### src/hw/rtl/assert_macros.svh
// ----------------------------------------------------------------------------
// assert_macros.svh
// Assertion shorthands shared by the RTL; clock clk, reset rst_n.
// ----------------------------------------------------------------------------
`ifndef ASSERT_MACROS_SVH
`define ASSERT_MACROS_SVH

// Same-cycle implication.
`define ASSERT_IMPL(label, ante, cons) \
  label: assert property (@(posedge clk) disable iff (!rst_n) (ante) |-> (cons)) \
    else $error("assertion failed");

// Next-cycle implication.
`define ASSERT_NEXT(label, ante, cons) \
  label: assert property (@(posedge clk) disable iff (!rst_n) (ante) |=> (cons)) \
    else $error("assertion failed");

`endif

### src/hw/rtl/sspq_pkg.sv
// ----------------------------------------------------------------------------
// sspq_pkg
// Types and constants of the stable sorted priority queue.
// ----------------------------------------------------------------------------
package sspq_pkg;

  localparam int CAPACITY_DEF = 16;
  localparam int DATA_W       = 16;
  localparam int PRIO_W       = 8;
  localparam int STATUS_W     = 2;
  localparam int OCC_W        = 5;

  localparam logic KIND_INSERT = 1'b0;
  localparam logic KIND_REMOVE = 1'b1;

  typedef enum logic [STATUS_W-1:0] {
    ST_INSERTED = 2'd0,
    ST_REMOVED  = 2'd1,
    ST_EMPTY    = 2'd2,
    ST_FULL     = 2'd3
  } status_t;

  typedef struct packed {
    logic              ins;
    logic              rem;
    logic [DATA_W-1:0] data;
    logic [PRIO_W-1:0] prio;
  } upd_t;

endpackage

### src/hw/rtl/sspq_slot.sv
// ----------------------------------------------------------------------------
// sspq_slot
// One slot of the sorted list: compares against the new priority and
// keeps, takes the new entry, or shifts from a neighbor.
// ----------------------------------------------------------------------------
module sspq_slot (
  input  logic                      clk,
  input  sspq_pkg::upd_t            upd,
  input  logic                      occupied,
  input  logic                      le_prev,
  input  logic [sspq_pkg::DATA_W-1:0] left_data,
  input  logic [sspq_pkg::PRIO_W-1:0] left_prio,
  input  logic [sspq_pkg::DATA_W-1:0] right_data,
  input  logic [sspq_pkg::PRIO_W-1:0] right_prio,
  output logic                      le,
  output logic [sspq_pkg::DATA_W-1:0] data_o,
  output logic [sspq_pkg::PRIO_W-1:0] prio_o
);
  import sspq_pkg::*;

  logic [DATA_W-1:0] data_r;
  logic [PRIO_W-1:0] prio_r;
  logic [DATA_W-1:0] data_nxt;
  logic [PRIO_W-1:0] prio_nxt;

  assign le     = occupied && (prio_r <= upd.prio);
  assign data_o = data_r;
  assign prio_o = prio_r;

  always_comb begin
    data_nxt = data_r;
    prio_nxt = prio_r;
    if (upd.ins) begin
      if (!le) begin
        if (le_prev) begin
          data_nxt = upd.data;
          prio_nxt = upd.prio;
        end else begin
          data_nxt = left_data;
          prio_nxt = left_prio;
        end
      end
    end else if (upd.rem) begin
      data_nxt = right_data;
      prio_nxt = right_prio;
    end
  end

  always_ff @(posedge clk) begin
    data_r <= data_nxt;
    prio_r <= prio_nxt;
  end

endmodule

### src/hw/rtl/stable_sorted_priority_queue.sv
// ----------------------------------------------------------------------------
// stable_sorted_priority_queue
// Bounded priority queue kept sorted, lowest priority number first, equal
// priorities in arrival order.
// ----------------------------------------------------------------------------
// Each beat is an insert (data, priority) or a remove of the head, and gives
// exactly one result beat: status, removed data and occupancy. A beat is
// registered, then once the result register is free or being read, every
// slot compares its priority with the new one in parallel and the whole
// list shifts at once, writing the result register. One beat per cycle is
// sustained unless out_ready stalls. Inserts into a full queue are dropped
// with status full, removes from an empty queue report status empty.
// ----------------------------------------------------------------------------
`include "assert_macros.svh"

module stable_sorted_priority_queue #(
  parameter int CAPACITY = sspq_pkg::CAPACITY_DEF
) (
  input  logic                          clk,
  input  logic                          rst_n,
  input  logic                          in_valid,
  output logic                          in_ready,
  input  logic                          in_kind,
  input  logic [sspq_pkg::DATA_W-1:0]   in_item_data,
  input  logic [sspq_pkg::PRIO_W-1:0]   in_item_priority,
  output logic                          out_valid,
  input  logic                          out_ready,
  output logic [sspq_pkg::STATUS_W-1:0] out_status,
  output logic [sspq_pkg::DATA_W-1:0]   out_head_data,
  output logic [sspq_pkg::OCC_W-1:0]    out_occupancy
);
  import sspq_pkg::*;

  localparam int CNT_W = $clog2(CAPACITY + 1);

  // input stage
  logic              s1_valid_r, s1_valid_nxt;
  logic              s1_kind_r;
  logic [DATA_W-1:0] s1_data_r;
  logic [PRIO_W-1:0] s1_prio_r;
  logic              s1_adv;
  logic              in_acc;

  // queue state
  logic [CNT_W-1:0]  count_r, count_nxt;
  logic              full;
  logic              empty;
  upd_t              upd;

  // result stage
  logic                out_valid_r, out_valid_nxt;
  status_t             status_r, status_nxt;
  logic [DATA_W-1:0]   head_r, head_nxt;
  logic [OCC_W-1:0]    occ_r;

  logic [CAPACITY-1:0] le_w;
  logic [CAPACITY-1:0] occ_w;
  logic [DATA_W-1:0]   sdata [CAPACITY];
  logic [PRIO_W-1:0]   sprio [CAPACITY];

  assign s1_adv   = s1_valid_r && (!out_valid_r || out_ready);
  assign in_ready = !s1_valid_r || s1_adv;
  assign in_acc   = in_valid && in_ready;

  assign full  = (count_r == CNT_W'(CAPACITY));
  assign empty = (count_r == '0);

  assign upd.ins  = s1_adv && (s1_kind_r == KIND_INSERT) && !full;
  assign upd.rem  = s1_adv && (s1_kind_r == KIND_REMOVE) && !empty;
  assign upd.data = s1_data_r;
  assign upd.prio = s1_prio_r;

  for (genvar i = 0; i < CAPACITY; i++) begin : g_slot
    logic [DATA_W-1:0] ld, rd;
    logic [PRIO_W-1:0] lp, rp;
    logic              lep;
    assign occ_w[i] = (CNT_W'(i) < count_r);
    if (i == 0) begin : g_first
      assign ld  = s1_data_r;
      assign lp  = s1_prio_r;
      assign lep = 1'b1;
    end else begin : g_mid
      assign ld  = sdata[i-1];
      assign lp  = sprio[i-1];
      assign lep = le_w[i-1];
    end
    if (i == CAPACITY - 1) begin : g_last
      assign rd = sdata[i];
      assign rp = sprio[i];
    end else begin : g_inner
      assign rd = sdata[i+1];
      assign rp = sprio[i+1];
    end
    sspq_slot u_slot (
      .clk        (clk),
      .upd        (upd),
      .occupied   (occ_w[i]),
      .le_prev    (lep),
      .left_data  (ld),
      .left_prio  (lp),
      .right_data (rd),
      .right_prio (rp),
      .le         (le_w[i]),
      .data_o     (sdata[i]),
      .prio_o     (sprio[i])
    );
  end

  always_comb begin
    s1_valid_nxt = s1_valid_r;
    if (in_acc) begin
      s1_valid_nxt = 1'b1;
    end else if (s1_adv) begin
      s1_valid_nxt = 1'b0;
    end
  end

  always_comb begin
    count_nxt = count_r;
    if (upd.ins) begin
      count_nxt = count_r + CNT_W'(1);
    end else if (upd.rem) begin
      count_nxt = count_r - CNT_W'(1);
    end
  end

  always_comb begin
    out_valid_nxt = out_valid_r;
    if (s1_adv) begin
      out_valid_nxt = 1'b1;
    end else if (out_ready) begin
      out_valid_nxt = 1'b0;
    end
  end

  always_comb begin
    head_nxt = '0;
    if (s1_kind_r == KIND_INSERT) begin
      status_nxt = full ? ST_FULL : ST_INSERTED;
    end else begin
      status_nxt = empty ? ST_EMPTY : ST_REMOVED;
      if (!empty) begin
        head_nxt = sdata[0];
      end
    end
  end

  always_ff @(posedge clk) begin
    if (!rst_n) begin
      s1_valid_r  <= 1'b0;
      count_r     <= '0;
      out_valid_r <= 1'b0;
    end else begin
      s1_valid_r  <= s1_valid_nxt;
      count_r     <= count_nxt;
      out_valid_r <= out_valid_nxt;
    end
  end

  always_ff @(posedge clk) begin
    if (in_acc) begin
      s1_kind_r <= in_kind;
      s1_data_r <= in_item_data;
      s1_prio_r <= in_item_priority;
    end
    if (s1_adv) begin
      status_r <= status_nxt;
      head_r   <= head_nxt;
      occ_r    <= OCC_W'(count_nxt);
    end
  end

  assign out_valid     = out_valid_r;
  assign out_status    = status_r;
  assign out_head_data = head_r;
  assign out_occupancy = occ_r;

  `ASSERT_IMPL(a_count_bound, 1'b1, count_r <= CNT_W'(CAPACITY))
  `ASSERT_IMPL(a_single_op, 1'b1, !(upd.ins && upd.rem))
  `ASSERT_IMPL(a_head_zero, out_valid_r && (status_r != ST_REMOVED), head_r == '0)
  `ASSERT_NEXT(a_rem_dec, upd.rem, count_r == $past(count_r) - CNT_W'(1))
  `ASSERT_NEXT(a_stall_hold, out_valid_r && !out_ready, out_valid_r && $stable(status_r))

endmodule

### config.mk
export PLATFORM = sky130hd
export DESIGN_NAME = stable_sorted_priority_queue
export DESIGN_NICKNAME = d
export VERILOG_FILES = /design/src/hw/rtl/sspq_pkg.sv /design/src/hw/rtl/sspq_slot.sv /design/src/hw/rtl/stable_sorted_priority_queue.sv
export VERILOG_INCLUDE_DIRS = /design/src /design/src/hw/rtl
export SDC_FILE = /design/constraint.sdc
export NUM_CORES = 1
export LEC_CHECK = 0
export BUFFER_PORTS_ARGS = -buffer_cell sky130_fd_sc_hd__buf_2
export CAP_MARGIN = 20
export CORE_ASPECT_RATIO = 1.2
export CORE_MARGIN = 4
export CORE_UTILIZATION = 40
export CTS_BUF_LIST = sky130_fd_sc_hd__clkbuf_8
export CTS_CLUSTER_DIAMETER = 40
export DETAILED_ROUTE_END_ITERATION = 7
export SLEW_MARGIN = 5
export SYNTH_ARGS = -nofsm -noshare
export SYNTH_HDL_FRONTEND = slang
export SYNTH_SLANG_ARGS = --single-unit
### constraint.sdc
create_clock -name clk -period 8.7 [get_ports clk]
set_clock_uncertainty 0.2 [all_clocks]
set_input_delay 1.74 -clock clk [delete_from_list [all_inputs] [get_ports clk]]
set_output_delay 1.74 -clock clk [all_outputs]
set_load 0.005 [all_outputs]
Word level (Yosys, flattened, before mapping)
Cells that the tools add are included.
{"block": "op_classes", "bitwise_logic": 2, "muxes": 129, "n_reduce_logical": 49, "addsub": 2, "magnitude_cmp": 32, "n_eq_ne": 16}
{"cell": "$mux 16", "count": 60}
{"cell": "$mux 8", "count": 60}
{"cell": "$le 8x8->1", "count": 16}
{"cell": "$lt 4x5->1 const A", "count": 8}
{"cell": "$reduce_and 2->1", "count": 16}
{"cell": "$ne 2x2->1 const B", "count": 15}
{"cell": "$logic_and 1x1->1", "count": 22}
{"cell": "$lt 3x5->1 const A", "count": 4}
{"cell": "$lt 1x5->1 const A", "count": 2}
{"cell": "$lt 2x5->1 const A", "count": 2}
{"cell": "$mux 5", "count": 2}
{"cell": "$mux 2", "count": 3}
{"cell": "$reduce_bool 2->1", "count": 3}
{"cell": "$add 5x1->5 const B", "count": 1}
{"cell": "$eq 5x5->1 const B", "count": 1}
{"cell": "$logic_not 5->1", "count": 1}
{"cell": "$sub 5x1->5 const B", "count": 1}
{"cell": "$logic_not 1->1", "count": 4}
{"cell": "$mux 1", "count": 4}
{"cell": "$logic_or 1x1->1", "count": 2}
{"cell": "$not 1->1", "count": 2}
{"cell": "$reduce_or 2->1", "count": 1}
{"block": "word_totals", "inputBits": 29, "out_inout_bits": 25, "reg_bits": 439}

Logic depth before layout (Yosys ltp)
{"block": "depth", "word_depth": 7, "mapped_depth": 10, "depth_no_buf": 7}

Modules after synthesis
A second synthesis with hierarchy kept.
{"block": "unflattened", "cells_unflattened": 2377, "area_unflattened_um2": 25919.9}
{"mod": "sspq_slot", "n_inst": 16, "area_per_inst_um2": 1478.9, "cells_per_inst": 138}
{"mod": "stable_sorted_priority_queue", "n_inst": 1, "area_per_inst_um2": 2257.2, "cells_per_inst": 169}

Worst setup path after synthesis
No wires, ideal clock.
{"block": "synth_timing", "kind": "input-to-reg", "from": "input out_ready", "to": "register g_slot[12].u_slot.data_r[0] (enable)", "t_arrival_ns": 4.542, "setup_slack_ns": 3.520, "cell_stages": 6, "setup_ns": 0.438, "required_time_ns": 8.062, "cell_sequence": "nor2b_1 > or4b_1 > buf_2 > buf_2 > buf_6 > o21ai_0"}
{"block": "synth_via", "elab_chain_cells": 6, "word_cells_on_any_way": 9}
{"element": "start: declaration", "line_no": "stable_sorted_priority_queue.sv:27", "source": "input logic out_ready,"}
{"element": "$logic_or 1x1->1 *", "line_no": "stable_sorted_priority_queue.sv:61", "source": "assign s1_adv = s1_valid_r && (!out_valid_r || out_ready);"}
{"element": "$logic_and 1x1->1 *", "line_no": "stable_sorted_priority_queue.sv:61"}
{"element": "$logic_and 1x1->1 (on tied branches) (2 in series)", "line_no": "stable_sorted_priority_queue.sv:68, stable_sorted_priority_queue.sv:69"}
{"element": "$ne 2x2->1 (no line) / $reduce_bool 2->1 (equally long branches)"}
{"element": "$reduce_and 2->1 (no line) *"}
{"element": "end signal: assignment", "line_no": "sspq_slot.sv:50", "source": "data_r <= data_nxt;"}
{"element": "end: declaration", "line_no": "sspq_slot.sv:21", "source": "logic [DATA_W-1:0] data_r;"}
Every way passes the cells marked *; elsewhere a longest branch is shown, timed or not.
A chain may end at the register's enable or synchronous reset.

Worst setup path in the final report
{"block": "layout_timing", "from": "input out_ready", "to": "output in_ready"}
{"block": "layout_via", "elab_chain_cells": 3}
{"element": "$logic_or 1x1->1", "line_no": "stable_sorted_priority_queue.sv:61"}
{"element": "$logic_and 1x1->1", "line_no": "stable_sorted_priority_queue.sv:61"}
{"element": "$logic_or 1x1->1", "line_no": "stable_sorted_priority_queue.sv:62", "source": "assign in_ready = !s1_valid_r || s1_adv;"}
{"element": "end: declaration", "line_no": "stable_sorted_priority_queue.sv:22", "source": "output logic in_ready,"}
Every way passes these cells.

==> results.md <==
Setup path:
- The arrival time at the worst endpoint is 2.61 ns.
- The cell that appears most often on the critical path is sky130_fd_sc_hd__buf_2.
- STA classifies the critical path endpoint as an output port.
- The count of buffering cells on the critical path with inverters included is 2.
- On the critical path the largest part of the delay comes from simple AND/OR/NAND/NOR gates.
- The required time of the critical path is between 6 and 7 ns.
- Among all stages on the critical path, the largest delay is contributed by sky130_fd_sc_hd__nor2b_1.
- The worst-path maximum fanout is 7.
- The critical path is of the input port to output port type.
- The stage delay of the slowest cell on the critical path is 0.47 ns.
- The worst setup path is launched from an input port.
- Traced cell by cell, the critical path runs through buf_2 -> nor2b_1 -> nand2_1 -> buf_2.

Clocking:
- The clock latency on the worst-skew pair is between 0.6 and 0.7 ns.
- The number of sinks handled by clock tree synthesis is approximately 440.
- After clock tree synthesis, the setup repair step added 0 buffers.
- The library cell used as clock root buffer is sky130_fd_sc_hd__clkbuf_8.
- For this design, the CTS-stage hold fixing added 0 buffers.
- The CTS tree is yes.
- No sink is reached through more buffers than the 3 on the longest clock path.
- Counting the buffers created by CTS gives 83.
- The post-CTS clock slew at the launch and capture registers of the worst setup and hold paths is about 0.060 ns.
- In this run, post-CTS repair resized a total of 0 instances.
- The H-tree was split into 3 levels.

Yosys:
- By area the synthesized netlist is led by sky130_fd_sc_hd__edfxtp_1 (48%), sky130_fd_sc_hd__nand4_1 (8.4%), sky130_fd_sc_hd__o31ai_1 (8.0%).
- Counting every net in the synthesized netlist gives about 3,000.
- The cell with the most instances after synthesis is sky130_fd_sc_hd__edfxtp_1.
- The cell taking the most area after synthesis is sky130_fd_sc_hd__edfxtp_1.
- The number of synthesized register bits is ~440.
- The area of the mapped netlist is approximately 0.027 mm2.
- The count of different cell masters after synthesis is 55.
- For this run, asynchronously set or reset flops after synthesis account for 0%.
- Counting flops with a built-in enable in the synthesized netlist gives approximately 430.
- By count the netlist is led by sky130_fd_sc_hd__edfxtp_1 (432), sky130_fd_sc_hd__nand4_1 (366), sky130_fd_sc_hd__nor2_1 (310).
- The synthesized area per cell is approximately 10 um2.
- For this run, the leading register cell type out of synthesis is sky130_fd_sc_hd__edfxtp_1.
- The fraction of the yosys area taken by sequential cells is a little under 50%.
- In this run the biggest area consumer among cell types represents roughly 48% of the synthesized area.
- The count of mapped cells out of synthesis is 2,765.
- The Yosys warning count is 0.

Global route:
- For this run the aggregate overflow at the end of global routing stands at 0.
- The global routing usage summed across all routing layers is about a quarter.
- The number of antenna violations at the first check in global routing is 1.
- The first global-routing pass estimated approximately 140,000 um of wire.
- The pin count of the biggest net entering global routing is 172.
- The via count of the first global-routing pass was ~23,000.

Layout:
- In the final layout, flip-flops and latches occupy ~0.013 mm2.
- The post-route netlist has a little over an eighth of its cells at a drive strength greater than 1.
- The synthesis-to-layout area growth is 10.5%.
- The area taken by multi-input logic gates is 0.0128 mm2.
- The layout filler cell count is between 6,000 and 7,000.
- The final net count is about 2,800.
- The finished layout cell area is between 0.03 and 0.04 mm2.

Drt:
- In the routed design, unresolved DRC markers number 0.
- The first TritonRoute pass finished after 6 iterations.
- The number of vias per cell is ~6.7.
- The detailed router placed approximately 24,000 vias in this run.
- The count of antenna-violating nets left after detailed routing is 0.
- The violation count after the first detailed-routing iteration is about 3,100.
- The final wirelength is about 95,000 um.
- In the final routed layout, each cell accounts on average for roughly 26 um.

Power and ir drop:
- The static leakage is between 9 and 10 nW.
- The power density over the cells is approximately 180 mW/mm2.
- VDD sags by at most 0.000126 V.

Timing:
- For the pin with the worst max-slew slack, the measured transition is roughly 1.2 ns.
- The maximum frequency from static timing analysis is ~220 MHz.
- Setup repair after global routing left no endpoint under its margin.
- The worst hold slack after final layout is roughly 0.37 ns.
- The number of slew-limit violations in the final report is 0.
- Measured against its own limit, the worst slew margin works out to between 15 and 20%.
- The total count of hold-check failures in the final report is 0.
- The minimum clock period after layout is around 4.5 ns.
- For the final routed database, the setup TNS stands at 0 ns.
- The worst path uses 52.3% of the clock period.
- Setup violations remaining at the end of the flow were counted as 0.

Floorplan:
- The die is 294 um tall.
- The die covers between 0.07 and 0.08 mm2.
- The initial utilization of the core area, before any placement, comes to between 40% and 50%.
- The area of the core is 0.0673 mm2.
- The floorplan step set the die width to about 250 um.
- For this design the top-level I/O count stands at 54.
- The floorplan has 104 rows.

Place:
- In this run the tool buffered the top-level ports with 53 buffer cells.
- Routability-driven placement finished with a final weighted congestion of between 0.8 and 0.9.
- The placed instances occupy a cell area of around 0.028 mm2.
- The placed wire-length estimate is roughly 64,000 um.

Outcome:
- The flow ran to the end, and the final reports show no timing, DRC or antenna violations.

Hold path:
- The worst min-delay path category is register to register.

Run:
- Across the run, the number of max-cap violations was 0.
## worst paths after layout
kind	startpoint	endpoint	slack (ns)	cells after the start
max	out_ready	in_ready	4.15	4
max reg2reg	count_r[0]	g_slot[6].u_slot.prio_o[5]	4.28	7
min reg2reg	g_slot[1].u_slot.data_o[10]	g_slot[0].u_slot.data_o[10]	0.37	2
min	g_slot[1].u_slot.data_o[10]	g_slot[0].u_slot.data_o[10]	0.37	2
## worst min-delay path: cells and delay by family (launching register included)
family	cells	cell delay [ns]
AND/OR/NAND/NOR	2	0.12
flip-flops	1	0.36
## layout by cell type (no fill, tap or decap), types with 62 or more instances in the layout
cell                       count
sky130_fd_sc_hd__nand4_1     366
sky130_fd_sc_hd__a21oi_1      96
sky130_fd_sc_hd__buf_4        98
sky130_fd_sc_hd__a31oi_1     288
sky130_fd_sc_hd__edfxtp_1    432
sky130_fd_sc_hd__and3_1       62
sky130_fd_sc_hd__ha_1        132
sky130_fd_sc_hd__nor2_1      309
sky130_fd_sc_hd__clkbuf_8     86
sky130_fd_sc_hd__o31ai_1     288
sky130_fd_sc_hd__nand2_1      79
## cells by family after synthesis
family	Yosys count	share of synthesized area, %
AOI/OAI and AO/OA	844	20.9
buffers and inverters	375	5.64
xor gates and xnor gates	4	0.129
and+or+nand+nor	946	18.1
muxes	25	1.03
adders and majority gates	132	6.06
DFF	439	48.1
## registers in the layout (all words and copies together) (netlist names)
signal,count
g_slot.ld,16
s1_kind_r,1
out_occupancy,5
out_head_data,16
count_r,5
g_slot.u_slot.data_o,256
out_valid,1
g_slot.u_slot.prio_o,128
s1_valid_r,1
out_status,2
g_slot.lp,8
## cell type report
type                            count  share of cell area [%]
Clock buffer                       86                    3.93
Timing Repair Buffer              168                    4.60
Sequential cell                   439                    43.6
Antenna cell                        1                 0.00831
Multi-Input combinational cell   1951                    42.4
Inverter                           28                   0.349
Clock inverter                     64                    1.44
Tap cell                          901                    3.74
## where the power goes
group / internal, mW / switching (mW)
Clock: 1.05 / 0.962
Sequential: 2.47 / 0.127
Combinational: 0.262 / 0.600
Total: 3.79 / 1.69
## per-stage QoR
stage | power [mW] | cells | utilization [%] | setup slack, ns
finish | 5.48 | 3638 | 44.8 | 4.15
detailed placement | 3.46 | 3474 | 41.9 | 3.70
global placement | 3.43 | 3472 | 41.8 | 3.69
floorplan | 3.14 | 2765 | - | 3.52
CTS | 5.47 | 3624 | 44.3 | 4.12
global route | 5.68 | 3638 | 44.8 | 4.09
## metal layers
layer  part of all wire [%]  vias up  GRT usage, %
met2                     44     1429          38.3
met4                    4.9        0          12.4
met1                     41    11700          35.5
met5                      0        -             0
met3                    9.6      233          4.51
li1                       -    10900             -
No activity file was read; power rests on OpenSTA's default activity.
